[config.mk]
export PLATFORM = sky130hd
export DESIGN_NAME = patch_valid_point_median_core_flat
export DESIGN_NICKNAME = d
export VERILOG_FILES = /design/src/hw/rtl/pvpm_pkg.sv /design/src/hw/rtl/pvpm_if.sv /design/src/hw/rtl/pvpm_ram.sv /design/src/hw/rtl/pvpm_lane.sv /design/src/hw/rtl/pvpm_datapath.sv /design/src/hw/rtl/pvpm_ctrl.sv /design/src/hw/rtl/patch_valid_point_median_core.sv /design/src/flat_wrapper.sv
export VERILOG_INCLUDE_DIRS = /design/src /design/src/hw/rtl
export SDC_FILE = /design/constraint.sdc
export NUM_CORES = 2
export LEC_CHECK = 0
export ABC_CLOCK_PERIOD_IN_PS = 11750
export BUFFER_PORTS_ARGS = -buffer_cell sky130_fd_sc_hd__clkbuf_2
export CAP_MARGIN = 20
export CELL_PAD_IN_SITES_DETAIL_PLACEMENT = 1
export CELL_PAD_IN_SITES_GLOBAL_PLACEMENT = 1
export CORE_MARGIN = 3
export CORE_UTILIZATION = 58
export CTS_BUF_LIST = sky130_fd_sc_hd__clkbuf_8
export CTS_CLUSTER_DIAMETER = 80
export DETAILED_ROUTE_END_ITERATION = 8
export HOLD_SLACK_MARGIN = 0.02
export MAX_ROUTING_LAYER = met4
export PLACE_DENSITY = 0.91
export SLEW_MARGIN = 20
export SYNTH_ARGS = -nofsm -noshare
export SYNTH_HDL_FRONTEND = slang
export SYNTH_SLANG_ARGS = --single-unit
[constraint.sdc]
create_clock -name clock -period 11.75 [get_ports clock]
set_clock_uncertainty 0.15 [all_clocks]
set_input_delay 2.35 -clock clock [delete_from_list [all_inputs] [get_ports clock]]
set_output_delay 2.35 -clock clock [all_outputs]
set_load 0.005 [all_outputs]
[src/hw/rtl/patch_valid_point_median_core_assert.svh]
// assertion macros for the patch median core
`ifndef PATCH_VALID_POINT_MEDIAN_CORE_ASSERT_SVH
`define PATCH_VALID_POINT_MEDIAN_CORE_ASSERT_SVH

// clocked property check, quiet while reset is high
`define PVPM_ASSERT(label, prop, msg) \
   label: assert property (@(posedge clock) disable iff (reset) prop) else $error(msg);

// check that also runs during reset
`define PVPM_ASSERT_ALWAYS(label, prop, msg) \
   label: assert property (@(posedge clock) prop) else $error(msg);

`endif

[src/hw/rtl/pvpm_pkg.sv]
// ----------------------------------------------------------------------------
// pvpm_pkg
// shared constants, state and command types of the patch median core
// ----------------------------------------------------------------------------
package pvpm_pkg;

   localparam int PATCH_RADIUS_DEF = 2;
   localparam int COORD_BITS_DEF   = 20;
   localparam int MIN_BITS         = 5;
   localparam int COUNT_OUT_BITS   = 5;
   localparam logic [MIN_BITS-1:0] MIN_RESET = 5'd8;

   typedef enum logic [2:0] {
      ST_IDLE,
      ST_EVAL,
      ST_PREP,
      ST_SCAN,
      ST_DRAIN,
      ST_CHECK,
      ST_LOAD
   } state_type;

   // controller to datapath
   typedef struct packed {
      logic                      store;
      logic                      clear;
      logic                      compare;
      logic                      check;
      logic                      load;
      logic                      found;
      logic [COUNT_OUT_BITS-1:0] count;
   } cmd_type;

   // datapath to controller
   typedef struct packed {
      logic point_valid;
      logic rsp_busy;
   } status_type;

endpackage

[src/hw/rtl/pvpm_if.sv]
// ----------------------------------------------------------------------------
// pvpm_if
// valid/ready channels: point items, result items, register writes
// ----------------------------------------------------------------------------
interface pvpm_req_if #(parameter int COORD_BITS = pvpm_pkg::COORD_BITS_DEF);
   logic                         valid;
   logic                         ready;
   logic signed [COORD_BITS-1:0] point_x;
   logic signed [COORD_BITS-1:0] point_y;
   logic signed [COORD_BITS-1:0] point_z;
   logic                         patch_end;
   modport source (output valid, point_x, point_y, point_z, patch_end, input ready);
   modport sink (input valid, point_x, point_y, point_z, patch_end, output ready);
   modport monitor (input valid, ready, point_x, point_y, point_z, patch_end);
endinterface

interface pvpm_rsp_if #(parameter int COORD_BITS = pvpm_pkg::COORD_BITS_DEF);
   logic                                        valid;
   logic                                        ready;
   logic                                        found;
   logic signed [COORD_BITS:0]                  median_x;
   logic signed [COORD_BITS:0]                  median_y;
   logic signed [COORD_BITS:0]                  median_z;
   logic [pvpm_pkg::COUNT_OUT_BITS-1:0]         valid_count;
   modport source (output valid, found, median_x, median_y, median_z, valid_count,
                   input ready);
   modport sink (input valid, found, median_x, median_y, median_z, valid_count,
                 output ready);
   modport monitor (input valid, ready, found, median_x, median_y, median_z,
                    valid_count);
endinterface

interface pvpm_csr_if;
   logic                          valid;
   logic                          ready;
   logic [pvpm_pkg::MIN_BITS-1:0] data;
   modport source (output valid, data, input ready);
   modport sink (input valid, data, output ready);
   modport monitor (input valid, ready, data);
endinterface

[src/hw/rtl/pvpm_ram.sv]
// ----------------------------------------------------------------------------
// pvpm_ram
// generic ram, one write port, two registered read ports
// ----------------------------------------------------------------------------
module pvpm_ram #(
   parameter int WIDTH = 20,
   parameter int DEPTH = 25,
   localparam int AW = $clog2(DEPTH)
) (
   input  logic             clock,
   input  logic             we,
   input  logic [AW-1:0]    waddr,
   input  logic [WIDTH-1:0] wdata,
   input  logic [AW-1:0]    raddr_a,
   output logic [WIDTH-1:0] rdata_a,
   input  logic [AW-1:0]    raddr_b,
   output logic [WIDTH-1:0] rdata_b
);

   logic [WIDTH-1:0] mem [DEPTH];

   // write and registered reads
   always_ff @(posedge clock) begin
      if (we) begin
         mem[waddr] <= wdata;
      end
      rdata_a <= mem[raddr_a];
      rdata_b <= mem[raddr_b];
   end

endmodule

[src/hw/rtl/pvpm_lane.sv]
// ----------------------------------------------------------------------------
// pvpm_lane
// one axis: value store and rank count selection of the two middle values
// ----------------------------------------------------------------------------
module pvpm_lane #(
   parameter int COORD_BITS = pvpm_pkg::COORD_BITS_DEF,
   parameter int DEPTH = 25,
   localparam int AW = $clog2(DEPTH),
   localparam int CW = $clog2(DEPTH + 1)
) (
   input  logic                         clock,
   input  pvpm_pkg::cmd_type            cmd,
   input  logic [AW-1:0]                wr_addr,
   input  logic signed [COORD_BITS-1:0] wr_data,
   input  logic [AW-1:0]                addr_a,
   input  logic [AW-1:0]                addr_b,
   input  logic [CW-1:0]                k_lo,
   input  logic [CW-1:0]                k_hi,
   output logic signed [COORD_BITS:0]   median
);

   logic [COORD_BITS-1:0]        cand_raw;
   logic [COORD_BITS-1:0]        cmp_raw;
   logic signed [COORD_BITS-1:0] cand;
   logic signed [COORD_BITS-1:0] cmp;
   logic [CW-1:0]                lt_ff, lt_in;
   logic [CW-1:0]                eq_ff, eq_in;
   logic signed [COORD_BITS-1:0] lo_ff, lo_in;
   logic signed [COORD_BITS-1:0] hi_ff, hi_in;
   logic [CW:0]                  upper;

   pvpm_ram #(.WIDTH(COORD_BITS), .DEPTH(DEPTH)) u_ram (
      .clock   (clock),
      .we      (cmd.store),
      .waddr   (wr_addr),
      .wdata   (wr_data),
      .raddr_a (addr_a),
      .rdata_a (cand_raw),
      .raddr_b (addr_b),
      .rdata_b (cmp_raw)
   );

   assign cand  = $signed(cand_raw);
   assign cmp   = $signed(cmp_raw);
   assign upper = {1'b0, lt_ff} + {1'b0, eq_ff};

   // rank counters and middle value capture
   always_comb begin
      lt_in = lt_ff;
      eq_in = eq_ff;
      lo_in = lo_ff;
      hi_in = hi_ff;
      if (cmd.clear) begin
         lt_in = '0;
         eq_in = '0;
      end else if (cmd.compare) begin
         lt_in = lt_ff + CW'(cmp < cand);
         eq_in = eq_ff + CW'(cmp == cand);
      end
      if (cmd.check) begin
         if ((lt_ff <= k_lo) && ({1'b0, k_lo} < upper)) begin
            lo_in = cand;
         end
         if ((lt_ff <= k_hi) && ({1'b0, k_hi} < upper)) begin
            hi_in = cand;
         end
      end
   end

   always_ff @(posedge clock) begin
      lt_ff <= lt_in;
      eq_ff <= eq_in;
      lo_ff <= lo_in;
      hi_ff <= hi_in;
   end

   // half-unit median: sum of the two middle values
   assign median = {lo_ff[COORD_BITS-1], lo_ff} + {hi_ff[COORD_BITS-1], hi_ff};

endmodule

[src/hw/rtl/pvpm_datapath.sv]
// ----------------------------------------------------------------------------
// pvpm_datapath
// three axis lanes, point check and result register
// ----------------------------------------------------------------------------
module pvpm_datapath #(
   parameter int COORD_BITS = pvpm_pkg::COORD_BITS_DEF,
   parameter int DEPTH = 25,
   localparam int AW = $clog2(DEPTH),
   localparam int CW = $clog2(DEPTH + 1)
) (
   input  logic                         clock,
   input  logic                         reset,
   input  pvpm_pkg::cmd_type            cmd,
   output pvpm_pkg::status_type         status,
   input  logic [AW-1:0]                wr_addr,
   input  logic [AW-1:0]                addr_a,
   input  logic [AW-1:0]                addr_b,
   input  logic [CW-1:0]                k_lo,
   input  logic [CW-1:0]                k_hi,
   input  logic signed [COORD_BITS-1:0] point_x,
   input  logic signed [COORD_BITS-1:0] point_y,
   input  logic signed [COORD_BITS-1:0] point_z,
   pvpm_rsp_if.source                   rsp
);

   logic signed [COORD_BITS:0]             med_x, med_y, med_z;
   logic                                   rsp_valid_ff, rsp_valid_in;
   logic                                   found_ff;
   logic signed [COORD_BITS:0]             mx_ff, my_ff, mz_ff;
   logic [pvpm_pkg::COUNT_OUT_BITS-1:0]    count_ff;

   pvpm_lane #(.COORD_BITS(COORD_BITS), .DEPTH(DEPTH)) u_lane_x (
      .clock (clock), .cmd (cmd), .wr_addr (wr_addr), .wr_data (point_x),
      .addr_a (addr_a), .addr_b (addr_b), .k_lo (k_lo), .k_hi (k_hi), .median (med_x)
   );
   pvpm_lane #(.COORD_BITS(COORD_BITS), .DEPTH(DEPTH)) u_lane_y (
      .clock (clock), .cmd (cmd), .wr_addr (wr_addr), .wr_data (point_y),
      .addr_a (addr_a), .addr_b (addr_b), .k_lo (k_lo), .k_hi (k_hi), .median (med_y)
   );
   pvpm_lane #(.COORD_BITS(COORD_BITS), .DEPTH(DEPTH)) u_lane_z (
      .clock (clock), .cmd (cmd), .wr_addr (wr_addr), .wr_data (point_z),
      .addr_a (addr_a), .addr_b (addr_b), .k_lo (k_lo), .k_hi (k_hi), .median (med_z)
   );

   // status toward the controller
   assign status.point_valid = (point_z > 0);
   assign status.rsp_busy    = rsp_valid_ff && !rsp.ready;

   // result valid flag
   always_comb begin
      rsp_valid_in = rsp_valid_ff;
      if (rsp.ready) begin
         rsp_valid_in = 1'b0;
      end
      if (cmd.load) begin
         rsp_valid_in = 1'b1;
      end
   end

   always_ff @(posedge clock) begin
      if (reset) begin
         rsp_valid_ff <= 1'b0;
      end else begin
         rsp_valid_ff <= rsp_valid_in;
      end
   end

   // result payload
   always_ff @(posedge clock) begin
      if (cmd.load) begin
         found_ff <= cmd.found;
         mx_ff    <= cmd.found ? med_x : '0;
         my_ff    <= cmd.found ? med_y : '0;
         mz_ff    <= cmd.found ? med_z : '0;
         count_ff <= cmd.count;
      end
   end

   assign rsp.valid       = rsp_valid_ff;
   assign rsp.found       = found_ff;
   assign rsp.median_x    = mx_ff;
   assign rsp.median_y    = my_ff;
   assign rsp.median_z    = mz_ff;
   assign rsp.valid_count = count_ff;

endmodule

[src/hw/rtl/pvpm_ctrl.sv]
// ----------------------------------------------------------------------------
// pvpm_ctrl
// sequencer: point loading, rank scan over the stored values, result hand-off
// ----------------------------------------------------------------------------
module pvpm_ctrl #(
   parameter int DEPTH = 25,
   localparam int AW = $clog2(DEPTH),
   localparam int CW = $clog2(DEPTH + 1),
   localparam int NW = (CW > pvpm_pkg::MIN_BITS) ? CW : pvpm_pkg::MIN_BITS
) (
   input  logic                 clock,
   input  logic                 reset,
   input  logic                 req_valid,
   output logic                 req_ready,
   input  logic                 patch_end,
   pvpm_csr_if.sink             csr,
   output pvpm_pkg::cmd_type    cmd,
   input  pvpm_pkg::status_type status,
   output logic [AW-1:0]        wr_addr,
   output logic [AW-1:0]        addr_a,
   output logic [AW-1:0]        addr_b,
   output logic [CW-1:0]        k_lo,
   output logic [CW-1:0]        k_hi
);

   pvpm_pkg::state_type           state_ff, state_in;
   logic [CW-1:0]                 cnt_ff, cnt_in;
   logic [CW-1:0]                 i_ff, i_in;
   logic [CW-1:0]                 j_ff, j_in;
   logic                          found_ff, found_in;
   logic                          cmp_ff, cmp_in;
   logic [pvpm_pkg::MIN_BITS-1:0] min_ff;
   logic [NW-1:0]                 need;
   logic [CW-1:0]                 last_idx;
   logic                          accept;
   logic [NW-1:0]                 cnt_wide;

   assign accept   = req_valid && req_ready;
   assign need     = (min_ff == '0) ? NW'(1) : NW'(min_ff);
   assign last_idx = cnt_ff - CW'(1);
   assign cnt_wide = NW'(cnt_ff);

   // register write port
   assign csr.ready = 1'b1;

   always_ff @(posedge clock) begin
      if (reset) begin
         min_ff <= pvpm_pkg::MIN_RESET;
      end else if (csr.valid) begin
         min_ff <= csr.data;
      end
   end

   // addresses and ranks
   assign wr_addr = cnt_ff[AW-1:0];
   assign addr_a  = i_ff[AW-1:0];
   assign addr_b  = j_ff[AW-1:0];
   assign k_lo    = last_idx >> 1;
   assign k_hi    = cnt_ff >> 1;

   // next state and commands
   always_comb begin
      state_in    = state_ff;
      cnt_in      = cnt_ff;
      i_in        = i_ff;
      j_in        = j_ff;
      found_in    = found_ff;
      cmp_in      = 1'b0;
      req_ready   = 1'b0;
      cmd.store   = 1'b0;
      cmd.clear   = 1'b0;
      cmd.compare = cmp_ff;
      cmd.check   = 1'b0;
      cmd.load    = 1'b0;
      cmd.found   = found_ff;
      cmd.count   = cnt_wide[pvpm_pkg::COUNT_OUT_BITS-1:0];
      case (state_ff)
         pvpm_pkg::ST_IDLE: begin
            req_ready = 1'b1;
            if (accept) begin
               if (status.point_valid && (cnt_ff < CW'(DEPTH))) begin
                  cmd.store = 1'b1;
                  cnt_in    = cnt_ff + CW'(1);
               end
               if (patch_end) begin
                  state_in = pvpm_pkg::ST_EVAL;
               end
            end
         end
         pvpm_pkg::ST_EVAL: begin
            found_in = (cnt_wide >= need);
            i_in     = '0;
            state_in = (cnt_wide >= need) ? pvpm_pkg::ST_PREP : pvpm_pkg::ST_LOAD;
         end
         pvpm_pkg::ST_PREP: begin
            cmd.clear = 1'b1;
            j_in      = '0;
            state_in  = pvpm_pkg::ST_SCAN;
         end
         pvpm_pkg::ST_SCAN: begin
            cmp_in = 1'b1;
            j_in   = j_ff + CW'(1);
            if (j_ff == last_idx) begin
               state_in = pvpm_pkg::ST_DRAIN;
            end
         end
         pvpm_pkg::ST_DRAIN: begin
            state_in = pvpm_pkg::ST_CHECK;
         end
         pvpm_pkg::ST_CHECK: begin
            cmd.check = 1'b1;
            i_in      = i_ff + CW'(1);
            state_in  = (i_ff == last_idx) ? pvpm_pkg::ST_LOAD : pvpm_pkg::ST_PREP;
         end
         pvpm_pkg::ST_LOAD: begin
            if (!status.rsp_busy) begin
               cmd.load = 1'b1;
               cnt_in   = '0;
               state_in = pvpm_pkg::ST_IDLE;
            end
         end
         default: begin
            state_in = pvpm_pkg::ST_IDLE;
         end
      endcase
   end

   always_ff @(posedge clock) begin
      if (reset) begin
         state_ff <= pvpm_pkg::ST_IDLE;
         cnt_ff   <= '0;
         cmp_ff   <= 1'b0;
         found_ff <= 1'b0;
      end else begin
         state_ff <= state_in;
         cnt_ff   <= cnt_in;
         cmp_ff   <= cmp_in;
         found_ff <= found_in;
      end
   end

   always_ff @(posedge clock) begin
      i_ff <= i_in;
      j_ff <= j_in;
   end

`include "patch_valid_point_median_core_assert.svh"

   `PVPM_ASSERT(a_store_idle, cmd.store |-> (state_ff == pvpm_pkg::ST_IDLE), "store outside idle")
   `PVPM_ASSERT(a_cnt_range, cnt_ff <= CW'(DEPTH), "valid count beyond depth")
   `PVPM_ASSERT(a_load_clears, cmd.load |=> (cnt_ff == '0), "count not cleared after load")
   `PVPM_ASSERT(a_scan_found, (state_ff == pvpm_pkg::ST_SCAN) |-> found_ff, "scan without found")
   `PVPM_ASSERT_ALWAYS(a_csr_ready, csr.ready, "register port not ready")

endmodule

[src/hw/rtl/patch_valid_point_median_core.sv]
// ----------------------------------------------------------------------------
// patch_valid_point_median_core
// per-axis median of the valid points of one depth patch
// ----------------------------------------------------------------------------
// channel  dir  payload
// req      in   point_x, point_y, point_z, patch_end
// rsp      out  found, median_x, median_y, median_z, valid_count
// csr      in   min_valid_points (5 bits), always ready
//
// point items are taken back to back while idle; a patch end item goes
// through evaluation and, when its valid points meet the minimum, through
// the rank scan over the dual-read store of each axis, to the result load
// reset is synchronous; min_valid_points resets to 8, the stores need none
// points of the next patch are taken while a result still waits in rsp;
// a stalled rsp holds only the hand-off of the following result
// ----------------------------------------------------------------------------
module patch_valid_point_median_core #(
   parameter int PATCH_RADIUS = pvpm_pkg::PATCH_RADIUS_DEF,
   parameter int COORD_BITS   = pvpm_pkg::COORD_BITS_DEF
) (
   input logic         clock,
   input logic         reset,
   pvpm_req_if.sink    req,
   pvpm_rsp_if.source  rsp,
   pvpm_csr_if.sink    csr
);

   localparam int SIDE  = 2 * PATCH_RADIUS + 1;
   localparam int DEPTH = SIDE * SIDE;
   localparam int AW    = $clog2(DEPTH);
   localparam int CW    = $clog2(DEPTH + 1);

   pvpm_pkg::cmd_type    cmd;
   pvpm_pkg::status_type status;
   logic [AW-1:0]        wr_addr, addr_a, addr_b;
   logic [CW-1:0]        k_lo, k_hi;

   pvpm_ctrl #(.DEPTH(DEPTH)) u_ctrl (
      .clock     (clock),
      .reset     (reset),
      .req_valid (req.valid),
      .req_ready (req.ready),
      .patch_end (req.patch_end),
      .csr       (csr),
      .cmd       (cmd),
      .status    (status),
      .wr_addr   (wr_addr),
      .addr_a    (addr_a),
      .addr_b    (addr_b),
      .k_lo      (k_lo),
      .k_hi      (k_hi)
   );

   pvpm_datapath #(.COORD_BITS(COORD_BITS), .DEPTH(DEPTH)) u_datapath (
      .clock   (clock),
      .reset   (reset),
      .cmd     (cmd),
      .status  (status),
      .wr_addr (wr_addr),
      .addr_a  (addr_a),
      .addr_b  (addr_b),
      .k_lo    (k_lo),
      .k_hi    (k_hi),
      .point_x (req.point_x),
      .point_y (req.point_y),
      .point_z (req.point_z),
      .rsp     (rsp)
   );

endmodule
[src/flat_wrapper.sv]
// flat-port wrapper written by rule: the top's interface ports become plain ports
module patch_valid_point_median_core_flat 
#(
   parameter int PATCH_RADIUS = pvpm_pkg::PATCH_RADIUS_DEF,
   parameter int COORD_BITS   = pvpm_pkg::COORD_BITS_DEF
)
  (clock, reset, req_valid, req_point_x, req_point_y, req_point_z, req_patch_end, req_ready, rsp_valid, rsp_found, rsp_median_x, rsp_median_y, rsp_median_z, rsp_valid_count, rsp_ready, csr_valid, csr_data, csr_ready);
  pvpm_req_if #(.COORD_BITS(COORD_BITS)) req_i ();
  pvpm_rsp_if #(.COORD_BITS(COORD_BITS)) rsp_i ();
  pvpm_csr_if csr_i ();
  input logic clock;
  input logic reset;
  input wire logic [$bits(req_i.valid)-1:0] req_valid;
  input wire logic [$bits(req_i.point_x)-1:0] req_point_x;
  input wire logic [$bits(req_i.point_y)-1:0] req_point_y;
  input wire logic [$bits(req_i.point_z)-1:0] req_point_z;
  input wire logic [$bits(req_i.patch_end)-1:0] req_patch_end;
  output wire logic [$bits(req_i.ready)-1:0] req_ready;
  output wire logic [$bits(rsp_i.valid)-1:0] rsp_valid;
  output wire logic [$bits(rsp_i.found)-1:0] rsp_found;
  output wire logic [$bits(rsp_i.median_x)-1:0] rsp_median_x;
  output wire logic [$bits(rsp_i.median_y)-1:0] rsp_median_y;
  output wire logic [$bits(rsp_i.median_z)-1:0] rsp_median_z;
  output wire logic [$bits(rsp_i.valid_count)-1:0] rsp_valid_count;
  input wire logic [$bits(rsp_i.ready)-1:0] rsp_ready;
  input wire logic [$bits(csr_i.valid)-1:0] csr_valid;
  input wire logic [$bits(csr_i.data)-1:0] csr_data;
  output wire logic [$bits(csr_i.ready)-1:0] csr_ready;
  assign req_i.valid = req_valid;
  assign req_i.point_x = req_point_x;
  assign req_i.point_y = req_point_y;
  assign req_i.point_z = req_point_z;
  assign req_i.patch_end = req_patch_end;
  assign req_ready = req_i.ready;
  assign rsp_valid = rsp_i.valid;
  assign rsp_found = rsp_i.found;
  assign rsp_median_x = rsp_i.median_x;
  assign rsp_median_y = rsp_i.median_y;
  assign rsp_median_z = rsp_i.median_z;
  assign rsp_valid_count = rsp_i.valid_count;
  assign rsp_i.ready = rsp_ready;
  assign csr_i.valid = csr_valid;
  assign csr_i.data = csr_data;
  assign csr_ready = csr_i.ready;
  patch_valid_point_median_core #(.PATCH_RADIUS(PATCH_RADIUS), .COORD_BITS(COORD_BITS)) u_core (.clock(clock), .reset(reset), .req(req_i), .rsp(rsp_i), .csr(csr_i));
endmodule
==> flow_summary.toml <==
[detailed_routing]
drtIter0Drc = 13025
wire_per_inst_um = 49.90
postRouteWirelength_um = 355100
drc = 0
dr.pass1.iters = 8
vias = 60207
antenna_left = 0
vias_per_cell = 8.461

[critical_path]
critPathLaunchType = "primary input"
crit_arrival_ns = 6.90
r2r_setup_slack_ns = 5.85
cp_data_required_time_ns = 12.27
r2r-start = "u_core.u_ctrl.wr_addr[2]$_SDFFE_PP0P_"
crit_type = "in -> reg"
end_kind = "register"
reg2reg_to = "u_core.u_datapath.u_lane_z.u_ram.mem[16][14]$_DFFE_PP_"
ff2ff_path_depth = 7
cp_max_fo = 43

[floorplan]
die_h_um = 392.5
rows = 141
fp.dieArea_mm2 = 0.1540
die_w_um = 392.5
initial_core_util_pct = 58.53
pin_count = 143
coreArea_mm2 = 0.1480

[min_path]
worstHoldPathType = "reg -> reg"
min_from = "u_core.u_datapath.u_lane_z.u_ram.rdata_a[14]$_DFF_P_"
min_path_cells = 0
min_to = "u_core.u_datapath.u_lane_z.hi_ff[14]$_DFFE_PP_"

[sta]
rsz0062_at_grt = "false"
setup_tns_ns = 0
relSlewSlack_pct = 7.843
max_freq_mhz = 156.9
worst_slew_pin_slew_ns = 1.344
finalHoldViolCount = 0
final-setup-viol-count = 0
post-route-min-period_ns = 6.375
fin_crit_sh_pct = 54.26
final_max_slew_viol_count = 0

[synth]
synth-edff-count = 1699
synth_cells = 4580
synth_area_per_cell_um2 = 18.91
synth-seq-cells = 1865
yosysWarnings = 0
ys_types = 80
async_flop_share_pct = 0
synth_area_mm2 = 0.08663
yosysSeqAreaShare_pct = 62.73
synthFlopType = "edfxtp_1"
syn_nets = 4858

[clock_tree]
tritoncts = "done"
clock_latency_ns = 1.19
clockBufferDepth = 4
cts_made_buffers = 307
clk_pin_slew_worst_paths_ns = 0.06
cts_max_level = 5
postCtsSetupRepairBufs = 0
cts_root_buf = "clkbuf_8"
cts_resized = 0
clock_sinks = 1865
cts_hold_buf = 0

[placed_design]
hpwl_um = 156800
portBuffers = 141
routabilityCongestion = 0.8667

[power]
internal_power_mw = 11.11
power.density_mw_per_mm2 = 170.5
p_switching_mw = 5.088
combPwrFrac_pct = 14.9
irDropWorstVdd_uv = 124.6
power.leakage_nw = 31.97
swShare_pct = 31.40
clockPowerShare_pct = 37.7
p_seq_share_pct = 47.4
total_power_mw = 16.20

[global_routing]
grt_pass1_wl_um = 426700
grt_max_degree = 130
grt_overflow_total = 0
grt_usage_pct = 40.43
grt_pass1_vias = 56775
grtUsageMet2_pct = 60.57
grt_antenna_before_repair = 74
grt_util_met3_pct = 14.54
use_met1_pct = 48.26
top_usage_layer = "met2"

[layout]
drive_gt1_share_pct = 31.01
nNetsFinal = 5120
area.growth.synth_to_final_pct = 9.706
layout_common_cells = "edfxtp_1, mux4_2, clkbuf_8, inv_1, ha_1"
final_common_cell = "edfxtp_1"

[run_status]
outcome = "finished, final reports clean"

[flow_run]
drv_cap = 0
==> power groups by stage <==
stage	clock [mW]	combinational, mW	sequential [mW]
3_5_place_dp	0	2.03	7.73
6_report	6.11	2.42	7.67
4_1_cts	5.66	2.18	7.61
5_1_grt	6.23	2.43	7.66
2_1_floorplan	0	1.40	7.61
3_3_place_gp	0	1.88	7.71
==> synth_stat cells, types with 7 or more instances <==
library cell	n	area share [%]
a41oi_1	7	0.071
nand3_1	25	0.14
a21oi_1	65	0.38
mux2_2	120	1.6
o21bai_1	8	0.069
nor4_1	18	0.13
buf_2	61	0.35
buf_1	20	0.087
nor3_1	23	0.13
o21a_1	17	0.15
buf_4	11	0.095
and3_1	8	0.058
inv_1	114	0.49
mux4_1	48	1.5
buf_6	49	0.64
dfxtp_1	166	3.8
o211ai_1	7	0.061
o21ai_0	172	0.99
xnor2_1	30	0.30
ha_1	201	2.9
a211oi_1	13	0.11
and4_1	8	0.081
xor2_1	41	0.41
edfxtp_1	1699	59
dlygate4sd1_1	10	0.10
mux2i_1	150	1.7
nand4_1	33	0.24
nand2b_1	29	0.21
mux4_2	788	20
nand2_1	189	0.82
a31oi_1	8	0.058
a21o_1	43	0.37
nor2_1	155	0.67
clkbuf_1	113	0.49
nor2b_1	27	0.19
==> how the worst max path moves through the flow <==
stage | cells after the start | start | to
after floorplan | 7 | req_point_z[19] | u_core.u_datapath.u_lane_x.u_ram.mem[24][0]$_DFFE_PP_
after global placement | 8 | req_point_z[11] | u_core.u_datapath.u_lane_z.u_ram.mem[20][9]$_DFFE_PP_
after detailed placement | 8 | req_point_z[11] | u_core.u_datapath.u_lane_z.u_ram.mem[4][13]$_DFFE_PP_
after CTS | 8 | req_point_z[7] | u_core.u_datapath.u_lane_z.u_ram.mem[4][6]$_DFFE_PP_
after global routing | 8 | req_point_z[13] | u_core.u_datapath.u_lane_z.u_ram.mem[16][14]$_DFFE_PP_
final | 8 | req_point_z[13] | u_core.u_datapath.u_lane_z.u_ram.mem[16][14]$_DFFE_PP_
==> per-stage QoR <==
stage / cell area (um2) / hold slack (ns) / instances / setup slack, ns / util [%]
2_1_floorplan: 86630 / 0.2756 / 4580 / 2.152 / -
3_3_place_gp: 89050 / 0.2864 / 6461 / 5.375 / 60.16
3_5_place_dp: 89100 / 0.2927 / 6463 / 5.167 / 60.20
4_1_cts: 94720 / 0.3273 / 7000 / 5.969 / 63.99
5_1_grt: 95020 / 0.3561 / 7112 / 5.636 / 64.20
6_report: 95030 / 0.3395 / 7116 / 5.375 / 64.21
==> sequential cells by signal, indices dropped and copies added, names as in the netlist, 20 cells and up <==
| name | flops |
|---|---|
| u_core.u_datapath.u_lane_x.u_ram.rdata_b | 20 |
| u_core.u_datapath.u_lane_y.u_ram.rdata_a | 20 |
| u_core.u_datapath.u_lane_z.u_ram.mem | 500 |
| u_core.u_datapath.u_lane_x.lo_ff | 20 |
| u_core.u_datapath.u_lane_y.u_ram.rdata_b | 20 |
| u_core.u_datapath.u_lane_z.lo_ff | 20 |
| u_core.u_datapath.rsp.median_z | 21 |
| u_core.u_datapath.u_lane_y.lo_ff | 20 |
| u_core.u_datapath.u_lane_z.hi_ff | 20 |
| u_core.u_datapath.u_lane_x.u_ram.mem | 500 |
| u_core.u_datapath.u_lane_y.u_ram.mem | 500 |
| u_core.u_datapath.u_lane_x.hi_ff | 20 |
| u_core.u_datapath.u_lane_y.hi_ff | 20 |
| u_core.u_datapath.u_lane_z.u_ram.rdata_b | 20 |
| u_core.u_datapath.u_lane_x.u_ram.rdata_a | 20 |
| u_core.u_datapath.rsp.median_x | 21 |
| u_core.u_datapath.rsp.median_y | 21 |
| u_core.u_datapath.u_lane_z.u_ram.rdata_a | 20 |
==> critical path, cell delays in order <==
cell      delay, ns
clkbuf_2       0.53
nor4_1         0.30
nand4_1        0.25
o41a_1         0.36
and2_1         0.54
nand2_1        0.62
nor2_4         0.82
buf_4          1.09
==> layer usage <==
layer	part of all wire (%)	vias to the layer above
met2	43	8684
met1	29	28984
met3	18	2741
met4	10	0
li1	-	19798
met5	0	-
==> cell type report <==
cell class / instances / area (um2)
well taps: 1930 / 2415
flip-flops and latches: 1865 / 54340
fillers: 12290 / 52980
diodes: 116 / 290.3
clock inverters: 201 / 989.7
inverters: 115 / 431.7
repair buffers: 229 / 1536
clock buffers: 336 / 4624
multi-input cells: 2324 / 30410
==> cell families after synthesis <==
group	synth area share [%]
flip-flops	62.73
multiplexers	25.35
AND/OR/NAND/NOR	2.915
AO/OA/AOI/OAI	2.780
buffers and inverters	2.440
adder cells (fa/ha/maj)	3.042
XOR/XNOR	0.7366
other	0.004329
Power figures use the tool's default switching activity.
